`src/hw/rtl/csp_pkg.sv`:
```
// Shared types for the counting semaphore pool: operation codes and result status.
// No dependencies.
`timescale 1ns / 1ps

package csp_pkg;

  typedef enum logic [2:0] {
    OpWait    = 3'd0,
    OpPost    = 3'd1,
    OpOpen    = 3'd2,
    OpClose   = 3'd3,
    OpInit    = 3'd4,
    OpDestroy = 3'd5
  } op_e;

  typedef enum logic [1:0] {
    StatusOk     = 2'd0,
    StatusUnused = 2'd1,
    StatusFull   = 2'd2
  } status_e;

  localparam int unsigned CountW = 16;
  localparam int unsigned RefsW  = 8;
  localparam int unsigned TidW   = 6;
  localparam int unsigned IdxW   = 4;

endpackage

```
`src/hw/rtl/counting_semaphore_pool_top.sv`:
```
// Top level of the counting semaphore pool: state memory, wait-queue memory and control.
// Depends on csp_pkg and csp_ram.
`timescale 1ns / 1ps

// Pool of counting semaphores with a FIFO of waiting thread ids per semaphore.
// An operation is taken when start_i is high and busy_o is low. The semaphore's
// entry is read from the state memory in the accept cycle, modified and written
// back in the next cycle, during which busy_o is high; the result appears on the
// following cycle with done_o high for exactly one cycle. Only one operation is
// in flight at a time, set by the read-modify-write of the single state memory,
// and a new one may be started in the cycle its result is shown. The receiver
// cannot stall: it must take the word whenever done_o is high.
module counting_semaphore_pool_top #(
  parameter int unsigned NUM_SEMS    = 16,
  parameter int unsigned QUEUE_DEPTH = 8,
  parameter int unsigned THREAD_BITS = 6
) (
  input  logic                    clk_i,
  input  logic                    rst_ni,
  input  logic                    start_i,
  output logic                    busy_o,
  input  logic [2:0]              op_i,
  input  logic [3:0]              sem_index_i,
  input  logic [5:0]              thread_id_i,
  input  logic [15:0]             init_value_i,
  output logic                    done_o,
  output csp_pkg::status_e        status_o,
  output logic                    blocked_o,
  output logic                    woken_valid_o,
  output logic [5:0]              woken_thread_o,
  output logic [15:0]             count_after_o
);

  import csp_pkg::*;

  localparam int unsigned SemAw   = (NUM_SEMS > 1) ? $clog2(NUM_SEMS) : 1;
  localparam int unsigned QAw     = (QUEUE_DEPTH > 1) ? $clog2(QUEUE_DEPTH) : 1;
  localparam int unsigned FillW   = $clog2(QUEUE_DEPTH + 1);
  localparam int unsigned WDepth  = NUM_SEMS * QUEUE_DEPTH;
  localparam int unsigned WAw     = (WDepth > 1) ? $clog2(WDepth) : 1;

  typedef struct packed {
    logic [CountW-1:0] count;
    logic              in_use;
    logic [RefsW-1:0]  refs;
    logic [QAw-1:0]    head;
    logic [QAw-1:0]    tail;
    logic [FillW-1:0]  fill;
  } sem_entry_t;

  localparam int unsigned EntryW = $bits(sem_entry_t);

  typedef enum logic {
    StIdle,
    StCalc
  } state_e;

  state_e state_q;

  // captured operation
  logic [2:0]        op_q;
  logic [IdxW-1:0]   idx_q;
  logic [TidW-1:0]   tid_q;
  logic [CountW-1:0] ival_q;
  logic              rd_valid_q;

  logic [NUM_SEMS-1:0] valid_q;

  logic done_q, blocked_q, wvalid_q;
  status_e status_q;
  logic [CountW-1:0] count_q;

  logic accept;
  logic in_range_in, in_range;
  logic [SemAw+IdxW-1:0] idx_in_ext, idx_ext;
  logic [SemAw-1:0] addr_in, addr;

  logic [EntryW-1:0] sem_rdata;
  sem_entry_t cur, nxt;
  logic sem_we;

  logic wait_we, wait_re;
  logic [WAw-1:0] wait_waddr, wait_raddr;
  logic [THREAD_BITS-1:0] wait_rdata, tid_store;
  logic [TidW-1:0] tid_masked;

  status_e status_d;
  logic blocked_d, wvalid_d;
  logic [CountW-1:0] count_d;

  assign accept = start_i && (state_q == StIdle);
  assign busy_o = (state_q != StIdle);

  assign idx_in_ext  = {{SemAw{1'b0}}, sem_index_i};
  assign addr_in     = idx_in_ext[SemAw-1:0];
  assign in_range_in = (32'(sem_index_i) < NUM_SEMS);

  assign idx_ext  = {{SemAw{1'b0}}, idx_q};
  assign addr     = idx_ext[SemAw-1:0];
  assign in_range = (32'(idx_q) < NUM_SEMS);

  csp_ram #(
    .Width (EntryW),
    .Depth (NUM_SEMS)
  ) u_sem_ram (
    .clk_i   (clk_i),
    .we_i    (sem_we),
    .waddr_i (addr),
    .wdata_i (nxt),
    .re_i    (accept),
    .raddr_i (addr_in),
    .rdata_o (sem_rdata)
  );

  csp_ram #(
    .Width (THREAD_BITS),
    .Depth (WDepth)
  ) u_wait_ram (
    .clk_i   (clk_i),
    .we_i    (wait_we),
    .waddr_i (wait_waddr),
    .wdata_i (tid_store),
    .re_i    (wait_re),
    .raddr_i (wait_raddr),
    .rdata_o (wait_rdata)
  );

  function automatic logic [QAw-1:0] next_slot(input logic [QAw-1:0] p);
    next_slot = (p == QAw'(QUEUE_DEPTH - 1)) ? '0 : p + QAw'(1);
  endfunction

  assign tid_masked = tid_q & TidW'((33'd1 << THREAD_BITS) - 33'd1);
  assign tid_store  = THREAD_BITS'(tid_masked);

  // entry not yet written reads as its reset value
  assign cur = rd_valid_q ? sem_entry_t'(sem_rdata) : '0;

  assign wait_waddr = WAw'(32'(addr) * QUEUE_DEPTH + 32'(cur.tail));
  assign wait_raddr = WAw'(32'(addr) * QUEUE_DEPTH + 32'(cur.head));

  always_comb begin
    nxt       = cur;
    status_d  = StatusOk;
    blocked_d = 1'b0;
    wvalid_d  = 1'b0;
    wait_we   = 1'b0;
    wait_re   = 1'b0;
    sem_we    = 1'b0;
    count_d   = '0;
    if (state_q == StCalc) begin
      if (!in_range) begin
        status_d = StatusUnused;
      end else begin
        sem_we = 1'b1;
        case (op_e'(op_q))
          OpWait: begin
            if (!cur.in_use) begin
              status_d = StatusUnused;
            end else if (cur.count != '0) begin
              nxt.count = cur.count - CountW'(1);
            end else if (cur.fill == FillW'(QUEUE_DEPTH)) begin
              status_d = StatusFull;
            end else begin
              wait_we   = 1'b1;
              nxt.tail  = next_slot(cur.tail);
              nxt.fill  = cur.fill + FillW'(1);
              blocked_d = 1'b1;
            end
          end
          OpPost: begin
            if (!cur.in_use) begin
              status_d = StatusUnused;
            end else if ((cur.count != '0) || (cur.fill == '0)) begin
              if (cur.count != '1) begin
                nxt.count = cur.count + CountW'(1);
              end
            end else begin
              wait_re  = 1'b1;
              wvalid_d = 1'b1;
              nxt.head = next_slot(cur.head);
              nxt.fill = cur.fill - FillW'(1);
            end
          end
          OpOpen: begin
            nxt.in_use = 1'b1;
            if (cur.refs != '1) begin
              nxt.refs = cur.refs + RefsW'(1);
            end
            nxt.count = ival_q;
          end
          OpClose: begin
            if (cur.in_use) begin
              if (cur.refs != '0) begin
                nxt.refs = cur.refs - RefsW'(1);
              end
              if (nxt.refs == '0) begin
                nxt.in_use = 1'b0;
              end
            end
          end
          OpInit: begin
            nxt.count  = ival_q;
            nxt.head   = '0;
            nxt.tail   = '0;
            nxt.fill   = '0;
            nxt.in_use = 1'b1;
          end
          OpDestroy: begin
            nxt.in_use = 1'b0;
            nxt.head   = '0;
            nxt.tail   = '0;
            nxt.fill   = '0;
            nxt.count  = '0;
          end
          default: begin
          end
        endcase
        count_d = nxt.count;
      end
    end
  end

  // hold the operation while the entry is read back
  always_ff @(posedge clk_i) begin
    if (accept) begin
      op_q   <= op_i;
      idx_q  <= sem_index_i;
      tid_q  <= thread_id_i;
      ival_q <= init_value_i;
    end
  end

  always_ff @(posedge clk_i or negedge rst_ni) begin
    if (!rst_ni) begin
      state_q    <= StIdle;
      valid_q    <= '0;
      rd_valid_q <= 1'b0;
      done_q     <= 1'b0;
      status_q   <= StatusOk;
      blocked_q  <= 1'b0;
      wvalid_q   <= 1'b0;
      count_q    <= '0;
    end else begin
      case (state_q)
        StIdle: begin
          done_q <= 1'b0;
          if (accept) begin
            rd_valid_q <= in_range_in ? valid_q[addr_in] : 1'b0;
            state_q    <= StCalc;
          end
        end
        StCalc: begin
          if (sem_we) begin
            valid_q[addr] <= 1'b1;
          end
          done_q    <= 1'b1;
          status_q  <= status_d;
          blocked_q <= blocked_d;
          wvalid_q  <= wvalid_d;
          count_q   <= count_d;
          state_q   <= StIdle;
        end
        default: begin
          done_q  <= 1'b0;
          state_q <= StIdle;
        end
      endcase
    end
  end

  assign done_o         = done_q;
  assign status_o       = status_q;
  assign blocked_o      = blocked_q;
  assign woken_valid_o  = wvalid_q;
  assign woken_thread_o = wvalid_q ? TidW'(wait_rdata) : '0;
  assign count_after_o  = count_q;

endmodule

```
`src/hw/rtl/csp_ram.sv`:
```
// Generic single-port-write, single-port-read RAM with registered read data.
// No dependencies.
`timescale 1ns / 1ps

module csp_ram #(
  parameter int unsigned Width = 8,
  parameter int unsigned Depth = 16
) (
  input  logic                                     clk_i,
  input  logic                                     we_i,
  input  logic [((Depth > 1) ? $clog2(Depth) : 1)-1:0] waddr_i,
  input  logic [Width-1:0]                         wdata_i,
  input  logic                                     re_i,
  input  logic [((Depth > 1) ? $clog2(Depth) : 1)-1:0] raddr_i,
  output logic [Width-1:0]                         rdata_o
);

  logic [Width-1:0] mem_q [Depth];
  logic [Width-1:0] rdata_q;

  always_ff @(posedge clk_i) begin
    if (we_i) begin
      mem_q[waddr_i] <= wdata_i;
    end
    if (re_i) begin
      rdata_q <= mem_q[raddr_i];
    end
  end

  assign rdata_o = rdata_q;

endmodule
```
`config.mk`:
```
export PLATFORM = sky130hd
export DESIGN_NAME = counting_semaphore_pool_top
export DESIGN_NICKNAME = d
export VERILOG_FILES = /design/src/hw/rtl/csp_pkg.sv /design/src/hw/rtl/counting_semaphore_pool_top.sv /design/src/hw/rtl/csp_ram.sv
export SDC_FILE = /design/constraint.sdc
export NUM_CORES = 2
export LEC_CHECK = 0
export BUFFER_PORTS_ARGS = -buffer_cell sky130_fd_sc_hd__buf_2
export CORE_ASPECT_RATIO = 0.6
export CORE_MARGIN = 10
export CORE_UTILIZATION = 34
export DETAILED_ROUTE_END_ITERATION = 8
export MAX_ROUTING_LAYER = met4
export PLACE_DENSITY = 0.53
export SYNTH_ARGS = -nofsm -noshare
export SYNTH_HDL_FRONTEND = slang
export SYNTH_HIERARCHICAL = 1
export SYNTH_SLANG_ARGS = --single-unit
```
`constraint.sdc`:
```
create_clock -name clk_i -period 5.41 [get_ports clk_i]
set_input_delay 1.082 -clock clk_i [delete_from_list [all_inputs] [get_ports clk_i]]
set_output_delay 1.082 -clock clk_i [all_outputs]
set_load 0.01 [all_outputs]
```
[Word level (Yosys, flattened, before mapping)]
Memories as Yosys holds them, arrays and structs flattened. A register that Yosys moved wholly into a read port is not among the register bits.
Index checks and enable logic that the tools add are counted.
Operators by class
  div/mod/pow operators: 0
  muxes and demuxes: 56
  magnitude comparators: 3
  reduce and logical (&&, ||, !) cells: 12
  bitwise operators: 2
  equal/unequal tests: 10
  multipliers: 0
  shift-type cells: 0
  add/sub/neg operators: 10
Operators with widths (number)
  two-way mux 16 bit: 5
  two-way mux 35 bit: 2
  one-hot mux 16 bit (4 select lines): 1
  two-way mux 8 bit: 5
  two-way mux 7 bit: 3
  two-way mux 1 bit: 19
  adder 16 x 1 -> 16 bit, second input constant: 1
  inequality test 16 bit, second input constant: 1
  OR 16 bit: 1
  one-hot mux 8 bit (2 select lines): 1
  nonzero test 16 bit: 1
  subtractor 16 x 1 -> 16 bit, second input constant: 1
  adder 7 x 3 -> 7 bit: 2
  equality test 3 bit, second input constant: 4
  two-way mux 3 bit: 4
  one-hot mux 3 bit (2 select lines): 2
  one-hot mux 4 bit (3 select lines): 1
  < comparator 4 x 5 -> 1 bit, second input constant: 2
  two-way mux 9 bit: 1
  adder 8 x 1 -> 8 bit, second input constant: 1
  logical NOT 8 bit: 1
  two-way mux 4 bit: 2
  inequality test 8 bit, second input constant: 1
  nonzero test 8 bit: 1
  other kinds (22): 30
Word-level totals
  bits in latches: 0
  output and inout port bits: 28
  bits in writable memories: 1328
  word-level logic and storage cells: 107
  memory bits (read-only): 0
  memories kept: 2
  bits of input ports: 32
  register bits: 68
Memory list
  u_wait_ram.mem_q: depth 128, width 6, read ports 1, clocked after memory_dff 1, write ports 1, RTL line csp_ram.sv:18  | logic [Width-1:0] mem_q [Depth];
  u_sem_ram.mem_q: depth 16, width 35, read ports 1, clocked after memory_dff 1, write ports 1, RTL line csp_ram.sv:18

[Longest topological paths before layout]
  depth after elaboration: 11
  mapped depth: 15
  depth with buffers taken out: 11

[Cells and area by module]
Netlist, hierarchy kept.
Modules (own cells, without submodules)
  csp_ram at u_wait_ram: times used 1, cells each 1271, area each 29983.8 um^2
  csp_ram at u_sem_ram: times used 1, cells each 914, area each 22404.0 um^2
  counting_semaphore_pool_top: times used 1, cells each 675, area each 5560.3 um^2

[Worst setup path after synthesis]
Ideal clock, no wire load.
  kind: input-to-reg
  from: in start_i
  to: reg rd_valid_q
  buffers on the path: 0
  data required time: 5.282 ns
  setup slack: 0.817 ns
  arrival time: 4.466 ns
  stages on the path: 2
  cell sequence: nor2b_1 -> mux2_2
On the way
  longest elaborated chain between the ends: 2
RTL lines
  start, declared: RTL line counting_semaphore_pool_top.sv:20  | input logic start_i,
  logical AND 1 bit: RTL line counting_semaphore_pool_top.sv:91  | assign accept = start_i && (state_q == StIdle);
  AND reduction 2 bit (no line)
  end signal, assigned: RTL line counting_semaphore_pool_top.sv:248  | rd_valid_q <= in_range_in ? valid_q[addr_in] : 1'b0;
  end, declared: RTL line counting_semaphore_pool_top.sv:65  | logic rd_valid_q;
No other way between the ends.
A chain may end at the register's enable or synchronous reset.

[Worst setup path in the final report]
  from: reg u_sem_ram.rdata_q[20], in the netlist u_sem_ram/rdata_o[20] (read register of u_sem_ram.mem_q)
  to: mem u_wait_ram/mem_q[106][4] in the netlist's numbering, enable pin
On the way
  longest elaborated chain between the ends: 8
RTL lines
  start, declared: RTL line csp_ram.sv:19  | logic [Width-1:0] rdata_q;
  two-way mux 35 bit: RTL line counting_semaphore_pool_top.sv:136  | assign cur = rd_valid_q ? sem_entry_t'(sem_rdata) : '0;
  nonzero test 16 bit: RTL line counting_semaphore_pool_top.sv:159  | end else if (cur.count != '0) begin
  two-way mux 1 bit: RTL line counting_semaphore_pool_top.sv:159
  two-way mux 1 bit: RTL line counting_semaphore_pool_top.sv:157  | if (!cur.in_use) begin
  two-way mux 1 bit: RTL line counting_semaphore_pool_top.sv:155  | case (op_e'(op_q))
  two-way mux 1 bit: RTL line counting_semaphore_pool_top.sv:150  | if (state_q == StCalc) begin
  via wait_we: RTL line counting_semaphore_pool_top.sv:82  | logic wait_we, wait_re;
  two-way mux 1 bit: RTL line csp_ram.sv:22  | if (we_i) begin
  two-way mux 1 bit (implied by the code): RTL line csp_ram.sv:23  | mem_q[waddr_i] <= wdata_i;
  end, declared: RTL line csp_ram.sv:18
The timed path passes the listed nets, and every way through them passes these cells.

==> insert_results.sql <==
INSERT INTO impl_metrics (metric_group, metric, value, unit) VALUES
('status', 'run_status', 'complete, no violations', ''),
('route', 'detail_route.drc_violations', '0', ''),
('yosys', 'synth_top_area_cell', 'sky130_fd_sc_hd__edfxtp_1', ''),
('yosys', 'postSynthNetCount', '2901', ''),
('yosys', 'syn_avg_cell_area', '20.3', 'um^2'),
('place', 'placed_area', '61400', 'um^2'),
('global_route', 'grt_pass1_vias', '28900', ''),
('route', 'antenna_violating_nets_post_route', '0', ''),
('finish', 'fin_area', '65900', 'um^2'),
('yosys', 'synth_area', '57900', 'um^2'),
('finish', 'final_core_utilization', '38.9', '%'),
('sta', 'finalMaxSlewViolations', '0', ''),
('yosys', 'synth-seq-area-share', '74.1', '%'),
('yosys', 'post_synth_main_area_contributors', 'sky130_fd_sc_hd__edfxtp_1 (72%), sky130_fd_sc_hd__mux4_2 (13%), sky130_fd_sc_hd__mux4_1 (2.6%)', ''),
('setup_path', 'crit_chain', 'and2_1, inv_1, ha_1, nor4b_1, o2111ai_1, nor4_2, nand2_1, inv_1, nor2b_1, nand2_1, nor2_1', ''),
('setup_path', 'type_of_destination_of_the_critical_path', 'flop', ''),
('floorplan', 'fp.dieW', '553', 'um'),
('sta', 'hold_viol_final', '0', ''),
('route', 'maxUsedRoutingLayer', 'met4', ''),
('sta', 'least_margin_pin_slew', '1.31', 'ns'),
('clock_network', 'holdBufCountCts', '0', ''),
('finish', 'area.growth.synth_to_final', '13.7', '%'),
('route', 'detail_route.vias_per_cell', '5.55', ''),
('clock_network', 'clockBufferDepth', '3', ''),
('yosys', 'synth-edff-count', '1398', ''),
('route', 'routed_wl', '152', 'mm'),
('clock_network', 'htreeDepth', '4', ''),
('sta', 'finalCriticalPeriod', '5.08', 'ns'),
('finish', 'layout.nets', '3054', ''),
('sta', 'slew-limit-headroom', '12.8', '%'),
('clock_network', 'root_buffer', 'sky130_fd_sc_hd__clkbuf_16', ''),
('setup_path', 'required', '5.82', 'ns'),
('sta', 'final_clock_period_utilization_by_the_worst_path', '94.0', '%'),
('yosys', 'yosysUniqueCellTypes', '81', ''),
('clock_network', 'post-cts-setup-buffers', '0', ''),
('setup_path', 'timing.critical_path.max_delay_family', 'simple AND/OR/NAND/NOR gates', ''),
('route', 'wl_met2', '58.8', 'mm'),
('sta', 'max_clock_freq', '0.197', 'GHz'),
('route', 'detail_route.iter0.violations', '3896', ''),
('floorplan', 'top_level_ports', '60', ''),
('setup_path', 'crit_path_max_fo', '13', ''),
('route', 'wl_met1', '76.7', 'mm'),
('yosys', 'netlist_instances', '2860', ''),
('route', 'vias', '30000', ''),
('yosys', 'netlist.area_leader.share', '72.4', '%'),
('clock_network', 'cts_resized', '0', ''),
('clock_network', 'clock_sinks', '1437', ''),
('route', 'route.detailed.wl_per_inst', '28.2', 'um'),
('place', 'place.detailed.hpwl', '94.2', 'mm'),
('place', 'port_buffers', '59', ''),
('floorplan', 'floorplan.initialDensity', '34.2', '%'),
('setup_path', 'max_stage_delay', '0.77', 'ns'),
('floorplan', 'number_of_rows_in_the_core_area', '117', ''),
('route', 'met3WireLength', '14.1', 'mm'),
('place', 'place.gp.congestion', '0.912', ''),
('yosys', 'yosys_register_bits', '1437', ''),
('job', 'drv.max_cap_violation_count', '0', ''),
('global_route', 'grt_first_pass_wirelength', '220', 'mm'),
('floorplan', 'die_area', '188000', 'um^2'),
('clock_network', 'cts_tree', 'done', ''),
('floorplan', 'floorplan.core_area', '170000', 'um^2'),
('floorplan', 'dieHeight', '340', 'um'),
('yosys', 'synth_async_reset_ratio', '2.71', '%'),
('route', 'drtPass1Iterations', '5', ''),
('finish', 'layout_commonest_cell', 'sky130_fd_sc_hd__edfxtp_1', ''),
('finish', 'drive_above_1_share', '25.2', '%'),
('min_path', 'hold_class', 'in2async', ''),
('place', 'dp_slack', '0.428', 'ns'),
('setup_path', 'critPathSlowestCell', 'sky130_fd_sc_hd__nor2_1', ''),
('setup_path', 'timing.critical_path.buf_inv', '2', ''),
('clock_network', 'numCtsBuffers', '141', '');
==> cells in the mapped netlist (all sizes together) (6+ instances only) <==
cell / number
nor3: 33
a22oi: 75
o21bai: 9
nand4: 14
mux2: 10
clkbuf: 81
mux4: 397
buf: 86
inv: 26
nand2: 128
o21ai: 66
nand3b: 6
and2: 21
a211oi: 7
mux2i: 9
nor2: 171
nor4: 13
edfxtp: 1398
nor2b: 16
o31ai: 9
nand3: 38
dfrtp: 39
o22ai: 6
ha: 9
xnor2: 12
nand2b: 8
and3: 6
o221ai: 10
a31oi: 10
or4: 8
a21oi: 48
==> final timing paths <==
check	endpoint	cells after the start	startpoint
max in group asynchronous	busy_o$_DFF_PN0_	2	rst_ni
max	u_wait_ram/mem_q[106][4]$_DFFE_PP_	11	u_sem_ram/rdata_o[20]$_DFFE_PP_
min in group clk_i	ival_q[2]$_DFFE_PP_	1	init_value_i[2]
min	status_o[0]$_DFFE_PN0P_	2	rst_ni
max reg2reg	u_wait_ram/mem_q[106][4]$_DFFE_PP_	11	u_sem_ram/rdata_o[20]$_DFFE_PP_
min reg2reg	valid_q[8]$_DFFE_PN0P_	2	valid_q[8]$_DFFE_PN0P_
==> layout make-up <==
type                            count  area (um^2)
Sequential cell                  1437        43000
Multi-Input combinational cell   1229        14100
Inverter                           27          101
Timing Repair Buffer              177         1340
Fill cell                       15200       104000
Clock buffer                      173         3720
Tap cell                         2261         2830
Antenna cell                        6         15.0
Clock inverter                     89          800
==> routing by layer <==
| layer | GRT usage (%) | up-vias |
|---|---|---|
| met4 | 3.84 | 0 |
| met2 | 19.8 | 1388 |
| met5 | - | - |
| met1 | 26.8 | 16100 |
| met3 | 3.59 | 179 |
| li1 | - | 12300 |
==> where the power goes <==
group | switching [mW] | total [mW] | internal (mW) | leakage, nW
Clock | 4.29 | 9.71 | 5.42 | 2.22
Sequential | 0.115 | 12.7 | 12.6 | 13.2
Combinational | 2.12 | 3.50 | 1.38 | 5.16
Total | 6.52 | 25.9 | 19.4 | 20.5
==> cell families (layout without fill, tap and decap cells) <==
kind of cell | count (synthesis) | in the layout | share of synthesized area [%]
flops | 1437 | 1437 | 74.1
simple gates | 485 | 485 | 3.96
mux | 416 | 416 | 16.1
compound gates | 303 | 303 | 3.60
buf+inv | 194 | 466 | 1.73
xor+xnor | 16 | 16 | 0.242
fa+ha+maj | 9 | 9 | 0.194
other cells | 0 | 6 | 0
==> flip-flops by register name (all words and copies together), names as in the netlist <==
name and flops:
addr 4, blocked_o 1, busy_o 1, count_after_o 16
done_o 1, ival_q 16, op_q 3, rd_valid_q 1
status_o 2, tid_masked 6, u_sem_ram/mem_q 560, u_sem_ram/rdata_o 35
u_wait_ram/mem_q 768, u_wait_ram/rdata_o 6, valid_q 16, woken_valid_o 1
==> through the flow <==
step / cells / hold slack, ns / power [mW] / TNS (ns)
after floorplan: 2860 / 0.423 / 15.2 / 0
after global placement: 5131 / 0.440 / 16.5 / 0
after detailed placement: 5131 / 0.441 / 16.5 / 0
after CTS: 5393 / 0.371 / 26.2 / 0
after global routing: 5398 / 0.433 / 26.9 / -0.160
final: 5399 / 0.410 / 25.9 / 0
No activity file was read; power rests on OpenSTA's default activity.
